--- config.mk ---
export PLATFORM = sky130hd
export DESIGN_NAME = connection_handshake_heartbeat_table_core
export DESIGN_NICKNAME = d
export VERILOG_FILES = /design/src/design/chht_pkg.sv /design/src/design/connection_handshake_heartbeat_table_core.sv
export SDC_FILE = /design/constraint.sdc
export NUM_CORES = 2
export LEC_CHECK = 0
export ABC_AREA = 0
export BUFFER_PORTS_ARGS = -buffer_cell sky130_fd_sc_hd__buf_2
export CAP_MARGIN = 5
export CORE_AREA = 3 3 401 403
export CTS_CLUSTER_SIZE = 16
export DETAILED_ROUTE_END_ITERATION = 10
export DIE_AREA = 0 0 404 406
export PLACE_DENSITY = 0.68
export SETUP_SLACK_MARGIN = 0.5
export SYNTH_ARGS = -nofsm -noshare
export SYNTH_HDL_FRONTEND = slang
export SYNTH_SLANG_ARGS = --single-unit
export TNS_END_PERCENT = 30
--- constraint.sdc ---
create_clock -name clk_i -period 16.5 [get_ports clk_i]
set_clock_uncertainty 0.2 [all_clocks]
set_input_delay 0.825 -clock clk_i [delete_from_list [all_inputs] [get_ports clk_i]]
set_output_delay 0.825 -clock clk_i [all_outputs]
set_load 0.01 [all_outputs]
--- src/design/chht_pkg.sv ---
// ----------------------------------------------------------------------------
// Connection table package
// Shared types and constants for the peer connection table.
// ----------------------------------------------------------------------------
package chht_pkg;

  localparam int unsigned MaxPeersDefault = 8;

  // Input modes.
  localparam logic [2:0] ModeConnect    = 3'd0;
  localparam logic [2:0] ModeDisconnect = 3'd1;
  localparam logic [2:0] ModeReceive    = 3'd2;
  localparam logic [2:0] ModeTick       = 3'd3;
  localparam logic [2:0] ModeDataSent   = 3'd4;

  // Packet kinds.
  localparam logic [2:0] PktRequest    = 3'd0;
  localparam logic [2:0] PktAccept     = 3'd1;
  localparam logic [2:0] PktDisconnect = 3'd2;
  localparam logic [2:0] PktHeartbeat  = 3'd3;
  localparam logic [2:0] PktUser       = 3'd4;

  // Result actions.
  localparam logic [2:0] ActDone         = 3'd0;
  localparam logic [2:0] ActSend         = 3'd1;
  localparam logic [2:0] ActConnected    = 3'd2;
  localparam logic [2:0] ActDisconnected = 3'd3;
  localparam logic [2:0] ActDeliver      = 3'd4;
  localparam logic [2:0] ActId           = 3'd5;
  localparam logic [2:0] ActRefused      = 3'd6;

  // Entry phases.
  localparam logic [2:0] PhReq     = 3'd0;
  localparam logic [2:0] PhDecide  = 3'd1;
  localparam logic [2:0] PhConn    = 3'd2;
  localparam logic [2:0] PhDiscing = 3'd3;
  localparam logic [2:0] PhDisced  = 3'd4;
  localparam logic [2:0] PhFailed  = 3'd5;

  // Register indexes.
  localparam logic [2:0] RegIsServer  = 3'd0;
  localparam logic [2:0] RegRetry     = 3'd1;
  localparam logic [2:0] RegBeatIntv  = 3'd2;
  localparam logic [2:0] RegBeatTmo   = 3'd3;
  localparam logic [2:0] RegAttempts  = 3'd4;

  typedef struct packed {
    logic [2:0]  mode;
    logic [47:0] peer_address;
    logic [15:0] target_id;
    logic [2:0]  packet_kind;
    logic [31:0] now_ms;
  } in_word_t;

  typedef struct packed {
    logic [2:0]  action;
    logic [2:0]  send_kind;
    logic [47:0] dest_address;
    logic [15:0] conn_id;
    logic        last;
  } out_word_t;

  // One table entry as held in memory.
  typedef struct packed {
    logic [2:0]  phase;
    logic [47:0] address;
    logic [15:0] id;
    logic [3:0]  attempts;
    logic [31:0] req_time;
    logic        req_sent;
    logic [31:0] beat_sent;
    logic [31:0] beat_heard;
    logic        accepted;
    logic        ever_conn;
  } entry_t;

endpackage

--- src/design/connection_handshake_heartbeat_table_core.sv ---
// ----------------------------------------------------------------------------
// Connection table core
// Peer connection table with handshake, retries and heartbeat supervision.
// ----------------------------------------------------------------------------
// Input words arrive on in_valid_i/in_stall_o; result words leave on
// out_valid_o/out_stall_i. Each input word produces its results followed by
// a closing done word with last set. Configuration registers are written
// through cfg_valid_i/cfg_ready_o; the user must do so only while the block
// is idle, as the block itself does not enforce it. The entries live in one
// synchronous memory with a registered read; valid bits are flip-flops.
// Every item other than a tick first scans the entries one at a time for its
// lookups, each in a read state and then a compare and write-back state, then
// decides; a found entry that is updated is read again and acted on, an id,
// refusal or deliver word goes out from a wait state, and the done word closes
// the item. A tick walks the entries, skipping free ones and reading then
// acting on used ones; a second word for an entry goes out from its own state.
// The output register holds a word while the receiver stalls; the engine
// waits on it, and the input side stays stalled until the item completes.
// Reset clears the valid bits, the id counter and the registers to their
// documented defaults; the memory contents need no clearing.
// ----------------------------------------------------------------------------
module connection_handshake_heartbeat_table_core #(
  parameter int unsigned MaxPeers = chht_pkg::MaxPeersDefault
) (
  input  logic                clk_i,
  input  logic                rst_ni,
  input  logic                in_valid_i,
  output logic                in_stall_o,
  input  chht_pkg::in_word_t  in_word_i,
  output logic                out_valid_o,
  input  logic                out_stall_i,
  output chht_pkg::out_word_t out_word_o,
  input  logic                cfg_valid_i,
  output logic                cfg_ready_o,
  input  logic [2:0]          cfg_index_i,
  input  logic [15:0]         cfg_data_i
);

  localparam int unsigned IdxW = (MaxPeers > 1) ? $clog2(MaxPeers) : 1;
  localparam int unsigned CntW = $clog2(MaxPeers + 1);
  localparam logic [CntW-1:0] LastIdx = CntW'(MaxPeers - 1);

  // Sequencer states.
  localparam logic [3:0] StIdle  = 4'd0;
  localparam logic [3:0] StScanR = 4'd1; // read entry for lookup
  localparam logic [3:0] StScanC = 4'd2; // compare entry
  localparam logic [3:0] StDecid = 4'd3; // decide after scan
  localparam logic [3:0] StRdTgt = 4'd4; // read target entry
  localparam logic [3:0] StActT  = 4'd5; // act on target entry
  localparam logic [3:0] StWalkR = 4'd6; // read for walk
  localparam logic [3:0] StWalkA = 4'd7; // act in walk
  localparam logic [3:0] StEmit2 = 4'd8; // second word of walk entry
  localparam logic [3:0] StDone  = 4'd9;
  localparam logic [3:0] StWait  = 4'd10; // emit single word then done

  // Configuration registers.
  logic        is_server_q;
  logic [15:0] retry_q, beat_intv_q, beat_tmo_q;
  logic [3:0]  attempts_q;

  assign cfg_ready_o = 1'b1;

  always_ff @(posedge clk_i or negedge rst_ni) begin
    if (!rst_ni) begin
      is_server_q <= 1'b0;
      retry_q     <= 16'd1000;
      beat_intv_q <= 16'd1000;
      beat_tmo_q  <= 16'd5000;
      attempts_q  <= 4'd5;
    end else if (cfg_valid_i) begin
      case (cfg_index_i)
        chht_pkg::RegIsServer: is_server_q <= cfg_data_i[0];
        chht_pkg::RegRetry:    retry_q     <= cfg_data_i;
        chht_pkg::RegBeatIntv: beat_intv_q <= cfg_data_i;
        chht_pkg::RegBeatTmo:  beat_tmo_q  <= cfg_data_i;
        chht_pkg::RegAttempts: attempts_q  <= cfg_data_i[3:0];
        default: ;
      endcase
    end
  end

  // Entry memory, one read and one write port.
  chht_pkg::entry_t mem_q [MaxPeers];
  chht_pkg::entry_t rd_q;
  logic             we;
  logic [IdxW-1:0]  waddr, raddr;
  chht_pkg::entry_t wdata;

  always_ff @(posedge clk_i) begin
    if (we) mem_q[waddr] <= wdata;
    rd_q <= mem_q[raddr];
  end

  // Control registers.
  logic [3:0]          st_q, st_d;
  logic [CntW-1:0]     idx_q, idx_d;
  chht_pkg::in_word_t  item_q, item_d;
  logic [MaxPeers-1:0] valid_q, valid_d;
  logic [15:0]         idc_q, idc_d;
  logic                hit_q, hit_d, free_q, free_d, done1_q, done1_d;
  logic [IdxW-1:0]     hidx_q, hidx_d, fidx_q, fidx_d;
  logic                ov_q, ov_d;
  chht_pkg::out_word_t ow_q, ow_d;
  chht_pkg::out_word_t pend_q, pend_d;

  assign in_stall_o  = (st_q != StIdle);
  assign out_valid_o = ov_q;
  assign out_word_o  = ow_q;

  logic [IdxW-1:0] cur;
  logic            oslot;
  logic [15:0]     nid;
  logic [31:0]     dt_req, dt_bs, dt_bh;

  assign cur    = idx_q[IdxW-1:0];
  assign oslot  = !ov_q || !out_stall_i;
  assign nid    = (idc_q == 16'hFFFF) ? 16'd1 : idc_q + 16'd1;
  assign dt_req = item_q.now_ms - rd_q.req_time;
  assign dt_bs  = item_q.now_ms - rd_q.beat_sent;
  assign dt_bh  = item_q.now_ms - rd_q.beat_heard;

  function automatic chht_pkg::out_word_t mk(logic [2:0] a, logic [2:0] k,
                                             logic [47:0] ad, logic [15:0] id);
    chht_pkg::out_word_t w;
    w.action = a; w.send_kind = k; w.dest_address = ad; w.conn_id = id; w.last = 1'b0;
    return w;
  endfunction

  always_comb begin
    chht_pkg::entry_t e;
    logic             match;
    logic             emitted;
    st_d = st_q; idx_d = idx_q; item_d = item_q; valid_d = valid_q; idc_d = idc_q;
    hit_d = hit_q; free_d = free_q; hidx_d = hidx_q; fidx_d = fidx_q;
    done1_d = done1_q; pend_d = pend_q;
    ov_d = ov_q && out_stall_i; ow_d = ow_q;
    we = 1'b0; waddr = cur; raddr = cur; wdata = rd_q; e = rd_q;
    match = 1'b0; emitted = 1'b0;

    case (st_q)
      StIdle: begin
        if (in_valid_i) begin
          item_d = in_word_i; idx_d = '0; hit_d = 1'b0; free_d = 1'b0;
          st_d = (in_word_i.mode == chht_pkg::ModeTick) ? StWalkR : StScanR;
        end
      end
      // Lookup scan: first valid match by address or id, first free slot.
      StScanR: begin
        raddr = cur;
        st_d = StScanC;
      end
      StScanC: begin
        if (!valid_q[cur]) begin
          if (!free_q) begin free_d = 1'b1; fidx_d = cur; end
        end else begin
          match = (item_q.mode == chht_pkg::ModeConnect ||
                   item_q.mode == chht_pkg::ModeReceive)
                  ? (rd_q.address == item_q.peer_address)
                  : (rd_q.id == item_q.target_id);
          if (match && !hit_q) begin hit_d = 1'b1; hidx_d = cur; end
          // Broadcast updates apply on the fly.
          if (item_q.mode == chht_pkg::ModeDisconnect &&
              (item_q.target_id == 16'd0 || !is_server_q)) begin
            e.phase = chht_pkg::PhDiscing; we = 1'b1; wdata = e;
          end
          if (item_q.mode == chht_pkg::ModeDataSent && item_q.target_id == 16'd0) begin
            e.beat_sent = item_q.now_ms; we = 1'b1; wdata = e;
          end
        end
        if (idx_q == LastIdx) st_d = StDecid;
        else begin idx_d = idx_q + CntW'(1); st_d = StScanR; end
      end
      StDecid: begin
        st_d = StDone;
        case (item_q.mode)
          chht_pkg::ModeConnect: begin
            if (is_server_q || hit_q || !free_q) begin
              pend_d = mk(chht_pkg::ActRefused, 3'd0, item_q.peer_address, 16'd0);
            end else begin
              idc_d = nid; valid_d[fidx_q] = 1'b1;
              e = '0; e.phase = chht_pkg::PhReq; e.address = item_q.peer_address;
              e.id = nid; e.attempts = attempts_q;
              we = 1'b1; waddr = fidx_q; wdata = e;
              pend_d = mk(chht_pkg::ActId, 3'd0, item_q.peer_address, nid);
            end
            st_d = StWait;
          end
          chht_pkg::ModeReceive: begin
            if (item_q.packet_kind == chht_pkg::PktRequest) begin
              if (!hit_q && is_server_q) begin
                if (!free_q) begin
                  pend_d = mk(chht_pkg::ActRefused, 3'd0, item_q.peer_address, 16'd0);
                end else begin
                  idc_d = nid; valid_d[fidx_q] = 1'b1;
                  e = '0; e.phase = chht_pkg::PhDecide; e.address = item_q.peer_address;
                  e.id = nid; e.beat_heard = item_q.now_ms;
                  we = 1'b1; waddr = fidx_q; wdata = e;
                  pend_d = mk(chht_pkg::ActId, 3'd0, item_q.peer_address, nid);
                end
                st_d = StWait;
              end
            end else if (hit_q) begin
              raddr = hidx_q; st_d = StRdTgt;
            end
          end
          chht_pkg::ModeDisconnect: begin
            if (hit_q && item_q.target_id != 16'd0 && is_server_q) begin
              raddr = hidx_q; st_d = StRdTgt;
            end
          end
          chht_pkg::ModeDataSent: begin
            if (hit_q && item_q.target_id != 16'd0) begin
              raddr = hidx_q; st_d = StRdTgt;
            end
          end
          default: ;
        endcase
      end
      StRdTgt: begin
        raddr = hidx_q; st_d = StActT;
      end
      StActT: begin
        waddr = hidx_q; st_d = StDone;
        if (item_q.mode == chht_pkg::ModeDisconnect) begin
          e.phase = chht_pkg::PhDiscing; we = 1'b1;
        end else if (item_q.mode == chht_pkg::ModeDataSent) begin
          e.beat_sent = item_q.now_ms; we = 1'b1;
        end else begin
          case (item_q.packet_kind)
            chht_pkg::PktAccept: begin
              if (rd_q.phase == chht_pkg::PhReq) begin
                e.accepted = 1'b1; e.beat_heard = item_q.now_ms; we = 1'b1;
              end
            end
            chht_pkg::PktDisconnect: begin
              e.phase = chht_pkg::PhDisced; we = 1'b1;
            end
            chht_pkg::PktHeartbeat: begin
              if (rd_q.phase == chht_pkg::PhReq) begin
                e.accepted = 1'b1; e.beat_heard = item_q.now_ms; we = 1'b1;
              end else if (rd_q.phase == chht_pkg::PhConn) begin
                e.beat_heard = item_q.now_ms; we = 1'b1;
              end
            end
            chht_pkg::PktUser: begin
              if (rd_q.phase == chht_pkg::PhConn) begin
                e.beat_heard = item_q.now_ms; we = 1'b1;
                pend_d = mk(chht_pkg::ActDeliver, 3'd0, item_q.peer_address, rd_q.id);
                st_d = StWait;
              end
            end
            default: ;
          endcase
        end
        wdata = e;
      end
      // Tick walk over every entry.
      StWalkR: begin
        if (idx_q == CntW'(MaxPeers)) st_d = StDone;
        else if (!valid_q[cur]) idx_d = idx_q + CntW'(1);
        else begin raddr = cur; st_d = StWalkA; end
      end
      StWalkA: begin
        if (oslot) begin
          done1_d = 1'b0;
          case (rd_q.phase)
            chht_pkg::PhReq: begin
              if (rd_q.accepted) begin
                e.phase = chht_pkg::PhConn; e.ever_conn = 1'b1;
                ow_d = mk(chht_pkg::ActConnected, 3'd0, rd_q.address, rd_q.id);
                emitted = 1'b1;
              end else if (!(rd_q.req_sent && dt_req < {16'd0, retry_q})) begin
                if (rd_q.attempts <= 4'd1) begin
                  e.attempts = 4'd0; e.phase = chht_pkg::PhFailed;
                end else begin
                  e.attempts = rd_q.attempts - 4'd1; e.req_time = item_q.now_ms;
                  e.req_sent = 1'b1;
                  ow_d = mk(chht_pkg::ActSend, chht_pkg::PktRequest, rd_q.address, rd_q.id);
                  emitted = 1'b1;
                end
              end
            end
            chht_pkg::PhDecide: begin
              e.beat_sent = item_q.now_ms; e.phase = chht_pkg::PhConn; e.ever_conn = 1'b1;
              ow_d = mk(chht_pkg::ActSend, chht_pkg::PktAccept, rd_q.address, rd_q.id);
              pend_d = mk(chht_pkg::ActConnected, 3'd0, rd_q.address, rd_q.id);
              emitted = 1'b1; done1_d = 1'b1;
            end
            chht_pkg::PhConn: begin
              if (dt_bs > {16'd0, beat_intv_q}) begin
                e.beat_sent = item_q.now_ms;
                ow_d = mk(chht_pkg::ActSend, chht_pkg::PktHeartbeat, rd_q.address, rd_q.id);
                emitted = 1'b1;
              end
              if (dt_bh > {16'd0, beat_tmo_q}) begin
                e.phase = chht_pkg::PhDisced;
                if (rd_q.ever_conn) begin
                  pend_d = mk(chht_pkg::ActDisconnected, 3'd0, rd_q.address, rd_q.id);
                  if (emitted) done1_d = 1'b1;
                  else begin ow_d = pend_d; emitted = 1'b1; end
                end
              end
            end
            chht_pkg::PhDiscing: begin
              e.phase = chht_pkg::PhDisced;
              ow_d = mk(chht_pkg::ActSend, chht_pkg::PktDisconnect, rd_q.address, rd_q.id);
              emitted = 1'b1;
              if (rd_q.ever_conn) begin
                pend_d = mk(chht_pkg::ActDisconnected, 3'd0, rd_q.address, rd_q.id);
                done1_d = 1'b1;
              end
            end
            chht_pkg::PhDisced: begin
              if (rd_q.ever_conn) begin
                ow_d = mk(chht_pkg::ActDisconnected, 3'd0, rd_q.address, rd_q.id);
                emitted = 1'b1;
              end
            end
            default: ;
          endcase
          if (e.phase == chht_pkg::PhDisced || e.phase == chht_pkg::PhFailed)
            valid_d[cur] = 1'b0;
          we = 1'b1; wdata = e;
          if (emitted) ov_d = 1'b1;
          if (done1_d) st_d = StEmit2;
          else begin idx_d = idx_q + CntW'(1); st_d = StWalkR; end
        end
      end
      StEmit2: begin
        if (oslot) begin
          ow_d = pend_q; ov_d = 1'b1; idx_d = idx_q + CntW'(1); st_d = StWalkR;
        end
      end
      StWait: begin
        if (oslot) begin
          ow_d = pend_q; ov_d = 1'b1; st_d = StDone;
        end
      end
      StDone: begin
        if (oslot) begin
          ow_d = mk(chht_pkg::ActDone, 3'd0, 48'd0, 16'd0);
          ow_d.last = 1'b1; ov_d = 1'b1; st_d = StIdle;
        end
      end
      default: st_d = StIdle;
    endcase
  end

  always_ff @(posedge clk_i or negedge rst_ni) begin
    if (!rst_ni) begin
      st_q <= StIdle; idx_q <= '0; valid_q <= '0; idc_q <= '0;
      hit_q <= 1'b0; free_q <= 1'b0; done1_q <= 1'b0; ov_q <= 1'b0;
    end else begin
      st_q <= st_d; idx_q <= idx_d; valid_q <= valid_d; idc_q <= idc_d;
      hit_q <= hit_d; free_q <= free_d; done1_q <= done1_d; ov_q <= ov_d;
    end
  end

  always_ff @(posedge clk_i) begin
    item_q <= item_d; hidx_q <= hidx_d; fidx_q <= fidx_d;
    ow_q <= ow_d; pend_q <= pend_d;
  end

endmodule

==> parameters.txt <==
Parameter                              Value

Synthesis
  Primary FF master, synth    sky130_fd_sc_hd__edfxtp_1
  Mean cell area of the mapped netlist    approximately 16 µm²
  Synthesis warning total    0
  Top cells by area in the synthesized netlist    sky130_fd_sc_hd__edfxtp_1, sky130_fd_sc_hd__mux4_2, sky130_fd_sc_hd__dfxtp_1
  Number of flops mapped to enable cells by yosys    about 1600
  Synthesis-stage register bit count    about 1900
  Top cell type by total area after synthesis    sky130_fd_sc_hd__edfxtp_1
  Synthesized area    approximately 80000 µm²
  Yosys cell types    88
  Area share of the largest cell type after synthesis    around three fifths
  Number of cells produced by synthesis    about 5000
  Net count of the mapped netlist    about 5200
  Post-synth ARST share    4.721%
  Share of the yosys chip area belonging to registers    68.40%

Layout
  Final-stage net count    between 5000 and 6000
  Fraction of final layout cells with drive strength greater than 1    roughly a fifth
  Number of fill cells in the layout    about 12000
  Layout area overhead    13.12%

Global route
  Number of global-route vias before repair    around 45000
  Met3 Use GR    3.366%
  Global routing met1 resource utilization    33.27%
  Global route total overflow    0
  Overall global routing resource usage    between 20% and 30%
  Largest net degree at the start of global routing    146
  Most Crowded Layer GR    met2
  Met2 GRT Util    between 30% and 40%
  First-pass GRT wire length    approximately 290 mm
  Number of antenna violations at the first check in global routing    14

Clock tree
  Hold Buf Count CTS    just over 90
  Clock slew at the register clock pins of the worst setup and hold paths    approximately 0.06 ns
  Clock buffer count from CTS    between 150 and 200
  Master cell of the clock root buffer    sky130_fd_sc_hd__clkbuf_16
  Post-cts resize count    0
  CTS H-Tree Depth    4
  Deepest clock path buffer count    3
  TritonCTS clock tree    yes
  Total number of clock tree sinks    about 1900
  Clock insertion delay at the later pin of the skew report    between 0.8 and 0.9 ns
  Post-CTS Repair Setup Buffers    0

Timing
  Maximum achievable frequency    approximately 140 MHz
  Tightest Pin Transition    about 1.2 ns
  Tightest slew margin relative to the limit    a little under a quarter
  Final setup TNS    0 ns
  Hold Fails Final Rpt    0
  Shortest clock period the worst path allows after layout    approximately 7.0 ns
  Worst Hold Slack    0.05800 ns
  Crit share post-route    42.32%
  Total setup violations reported at the end of the flow    0
  Unrepaired setup endpoints after global routing    no
  Count of pins over their slew limit    0

Placement
  Detailed placement HPWL    114.7 mm
  Placer's final routability congestion estimate    around 0.9
  Count of buffers from port buffering    a little under 200

Floorplan
  Row count    146
  Standard cell core area    157800 µm²
  Effective utilization at floorplan    around 50%
  Die height    between 400 and 500 µm
  I/O Pins    200
  Die Outline Area    164000 µm²
  Die X-Extent    404 µm

Critical path
  Data required, critical path    between 15 and 20 ns
  Worst Path Arrival    7.47 ns
  Worst Setup End Kind    register
  Startpoint types    register
  Start-to-end type of the worst setup path    register to register
  Crit-path max FO    97

Power and ir drop
  Worst supply voltage drop on vdd    roughly 170 µV
  Pwr per Cell Area    approximately 190 nW/µm²
  Combinational power share    34.3%
  Cell internal pwr    ~0.011 W
  Switching portion of total power    around 34%
  Switching power total    roughly 0.0057 W
  Lkg Pwr    31.73 nW
  Total Power Consumption    approximately 0.017 W
  Clock share of power    between 20 and 25%
  Portion of total power attributed to sequential cells    between 40% and 50%

Drt
  Iteration count of the initial detailed-routing pass    6
  Remaining DRCs    0
  Routed len/inst    approximately 26 µm
  Wire length reported by the detailed router    slightly below 200 mm
  Via count of the routed design    approximately 45000
  Number of antenna-violating nets in the routed design    0
  Initial DRC count    5000
  Via density per instance    around 6.0

Job
  Reported max-cap violation count    0

Hold path
  Hold Crit Class    input pin to register

Run status
  Outcome    finished, final reports clean
[power groups by stage]
stage | sequential (W) | clock [W] | combinational (W)
2_1_floorplan | 0.00699 | 0 | 0.00430
3_3_place_gp | 0.00715 | 0 | 0.00569
3_5_place_dp | 0.00717 | 0 | 0.00580
4_1_cts | 0.00708 | 0.00423 | 0.00585
5_1_grt | 0.00714 | 0.00443 | 0.00643
6_report | 0.00708 | 0.00417 | 0.00587
[worst max-delay path: stages (launching register included)]
cell                        delay (ns)
sky130_fd_sc_hd__edfxtp_1         0.41
sky130_fd_sc_hd__nor4_1           0.42
sky130_fd_sc_hd__nand4_1          0.43
sky130_fd_sc_hd__nand2_1          0.25
sky130_fd_sc_hd__nor3b_1          0.07
sky130_fd_sc_hd__a21oi_1          0.12
sky130_fd_sc_hd__o2bb2ai_1        0.10
sky130_fd_sc_hd__nand3_1          0.11
sky130_fd_sc_hd__o21ai_0          0.11
sky130_fd_sc_hd__nand2_1          0.32
sky130_fd_sc_hd__mux2i_4          0.28
sky130_fd_sc_hd__buf_4            0.59
sky130_fd_sc_hd__buf_4            0.75
sky130_fd_sc_hd__buf_12           0.68
sky130_fd_sc_hd__buf_4            0.85
sky130_fd_sc_hd__mux4_2           0.60
sky130_fd_sc_hd__mux2_2           0.28
[placed cells by master (no fill, tap or decap), types with 15 or more instances in the layout]
cell                            count
sky130_fd_sc_hd__dlygate4sd3_1     92
sky130_fd_sc_hd__nand2_1          578
sky130_fd_sc_hd__ha_1             145
sky130_fd_sc_hd__and3_1            15
sky130_fd_sc_hd__bufinv_16         17
sky130_fd_sc_hd__clkinv_1          24
sky130_fd_sc_hd__nor2_1           142
sky130_fd_sc_hd__clkbuf_8          20
sky130_fd_sc_hd__dfrtp_1           69
sky130_fd_sc_hd__xor2_1            93
sky130_fd_sc_hd__nand3_1           48
sky130_fd_sc_hd__buf_4             51
sky130_fd_sc_hd__inv_1            169
sky130_fd_sc_hd__a31oi_1           16
sky130_fd_sc_hd__a211oi_1          16
sky130_fd_sc_hd__nand2b_1          34
sky130_fd_sc_hd__o21ai_0          176
sky130_fd_sc_hd__o21a_1            30
sky130_fd_sc_hd__a21o_1            40
sky130_fd_sc_hd__clkbuf_16        181
sky130_fd_sc_hd__a22o_1           102
sky130_fd_sc_hd__nor2b_1           21
sky130_fd_sc_hd__clkbuf_1          47
sky130_fd_sc_hd__nor3_1            38
sky130_fd_sc_hd__dfstp_2           19
sky130_fd_sc_hd__nor4_1            31
sky130_fd_sc_hd__mux4_2           342
sky130_fd_sc_hd__o211ai_1          18
sky130_fd_sc_hd__xnor2_1           57
sky130_fd_sc_hd__edfxtp_1        1606
sky130_fd_sc_hd__o31ai_1           20
sky130_fd_sc_hd__mux2i_1           78
sky130_fd_sc_hd__mux2_2           197
sky130_fd_sc_hd__a21oi_1          144
sky130_fd_sc_hd__buf_2            197
sky130_fd_sc_hd__dfxtp_1          170
sky130_fd_sc_hd__nand4_1           55
sky130_fd_sc_hd__clkinv_2          28
sky130_fd_sc_hd__o21ai_1           37
[cells by family after synthesis]
kind of cell | Yosys count | share of synthesized area, %
compound gates | 718 | 6.050
other cells | 1 | 0.004763
flops | 1864 | 68.40
xor+xnor | 150 | 1.668
mux | 621 | 13.64
fa+ha+maj | 148 | 2.380
simple gates | 1028 | 5.825
buf+inv | 402 | 2.031
[path summary, 6_finish.rpt]
path	start	endpoint	slack (ns)	depth (start not counted)
max	item_q[45]	rd_q[89]	9.52	16
min	in_word_i[29]	item_q[29]	0.06	1
max reg2reg	item_q[45]	rd_q[89]	9.52	16
min reg2reg	beat_tmo_q[13]	beat_tmo_q[13]	0.30	1
max in group asynchronous	rst_ni	idc_q[5]	14.55	3
min in group asynchronous	rst_ni	beat_tmo_q[6]	0.40	2
[synth_stat cells (all sizes together) (55+ instances only)]
master,instances
a21oi,146
buf,61
clkbuf,168
dfxtp,170
nand2,578
nand4,55
o21ai,214
nor2,156
mux4,342
dfrtp,69
xnor2,57
edfxtp,1606
inv,170
ha,145
mux2i,81
a22o,102
xor2,93
mux2,198
[state kept, by name, indices dropped and copies added (netlist names), 3 cells and up]
signal,count
beat_tmo_q,16
rd_q,170
item_q,102
beat_intv_q,16
attempts_q,4
out_word_o,71
valid_q,8
idx_q,4
mem_q,1360
hidx_q,3
st_q,4
idc_q,16
fidx_q,3
pend_q,67
retry_q,16
[per-layer routing]
metal	vias up	wire length, µm
met5	-	0
met4	0	5310
met3	297	13010
met2	1796	93540
met1	23214	80780
li1	19765	-
[metrics by stage]
| step | utilization (%) | instance area, µm² | instances | setup slack [ns] |
|---|---|---|---|---|
| after detailed placement | 52.03 | 82110 | 7030 | 9.391 |
| after CTS | 56.42 | 89050 | 7458 | 9.338 |
| after global placement | 52.03 | 82110 | 7030 | 9.516 |
| after floorplan | - | 78740 | 4932 | 6.519 |
| final | 56.43 | 89070 | 7465 | 9.518 |
| after global routing | 56.42 | 89050 | 7459 | 8.990 |
[final cells by class]
cell class              count  area, µm²  area share [%]
multi-input cells        2666      23510           26.39
flip-flops and latches   1864      53860           60.46
well taps                2072       2592           2.911
clock buffers             248       4981           5.592
repair buffers            347       2430           2.728
inverters                 173      651.9          0.7319
clock inverters            88       1036           1.163
diodes                      7      17.52         0.01967
Note: power is estimated with default switching activity, not from simulation.
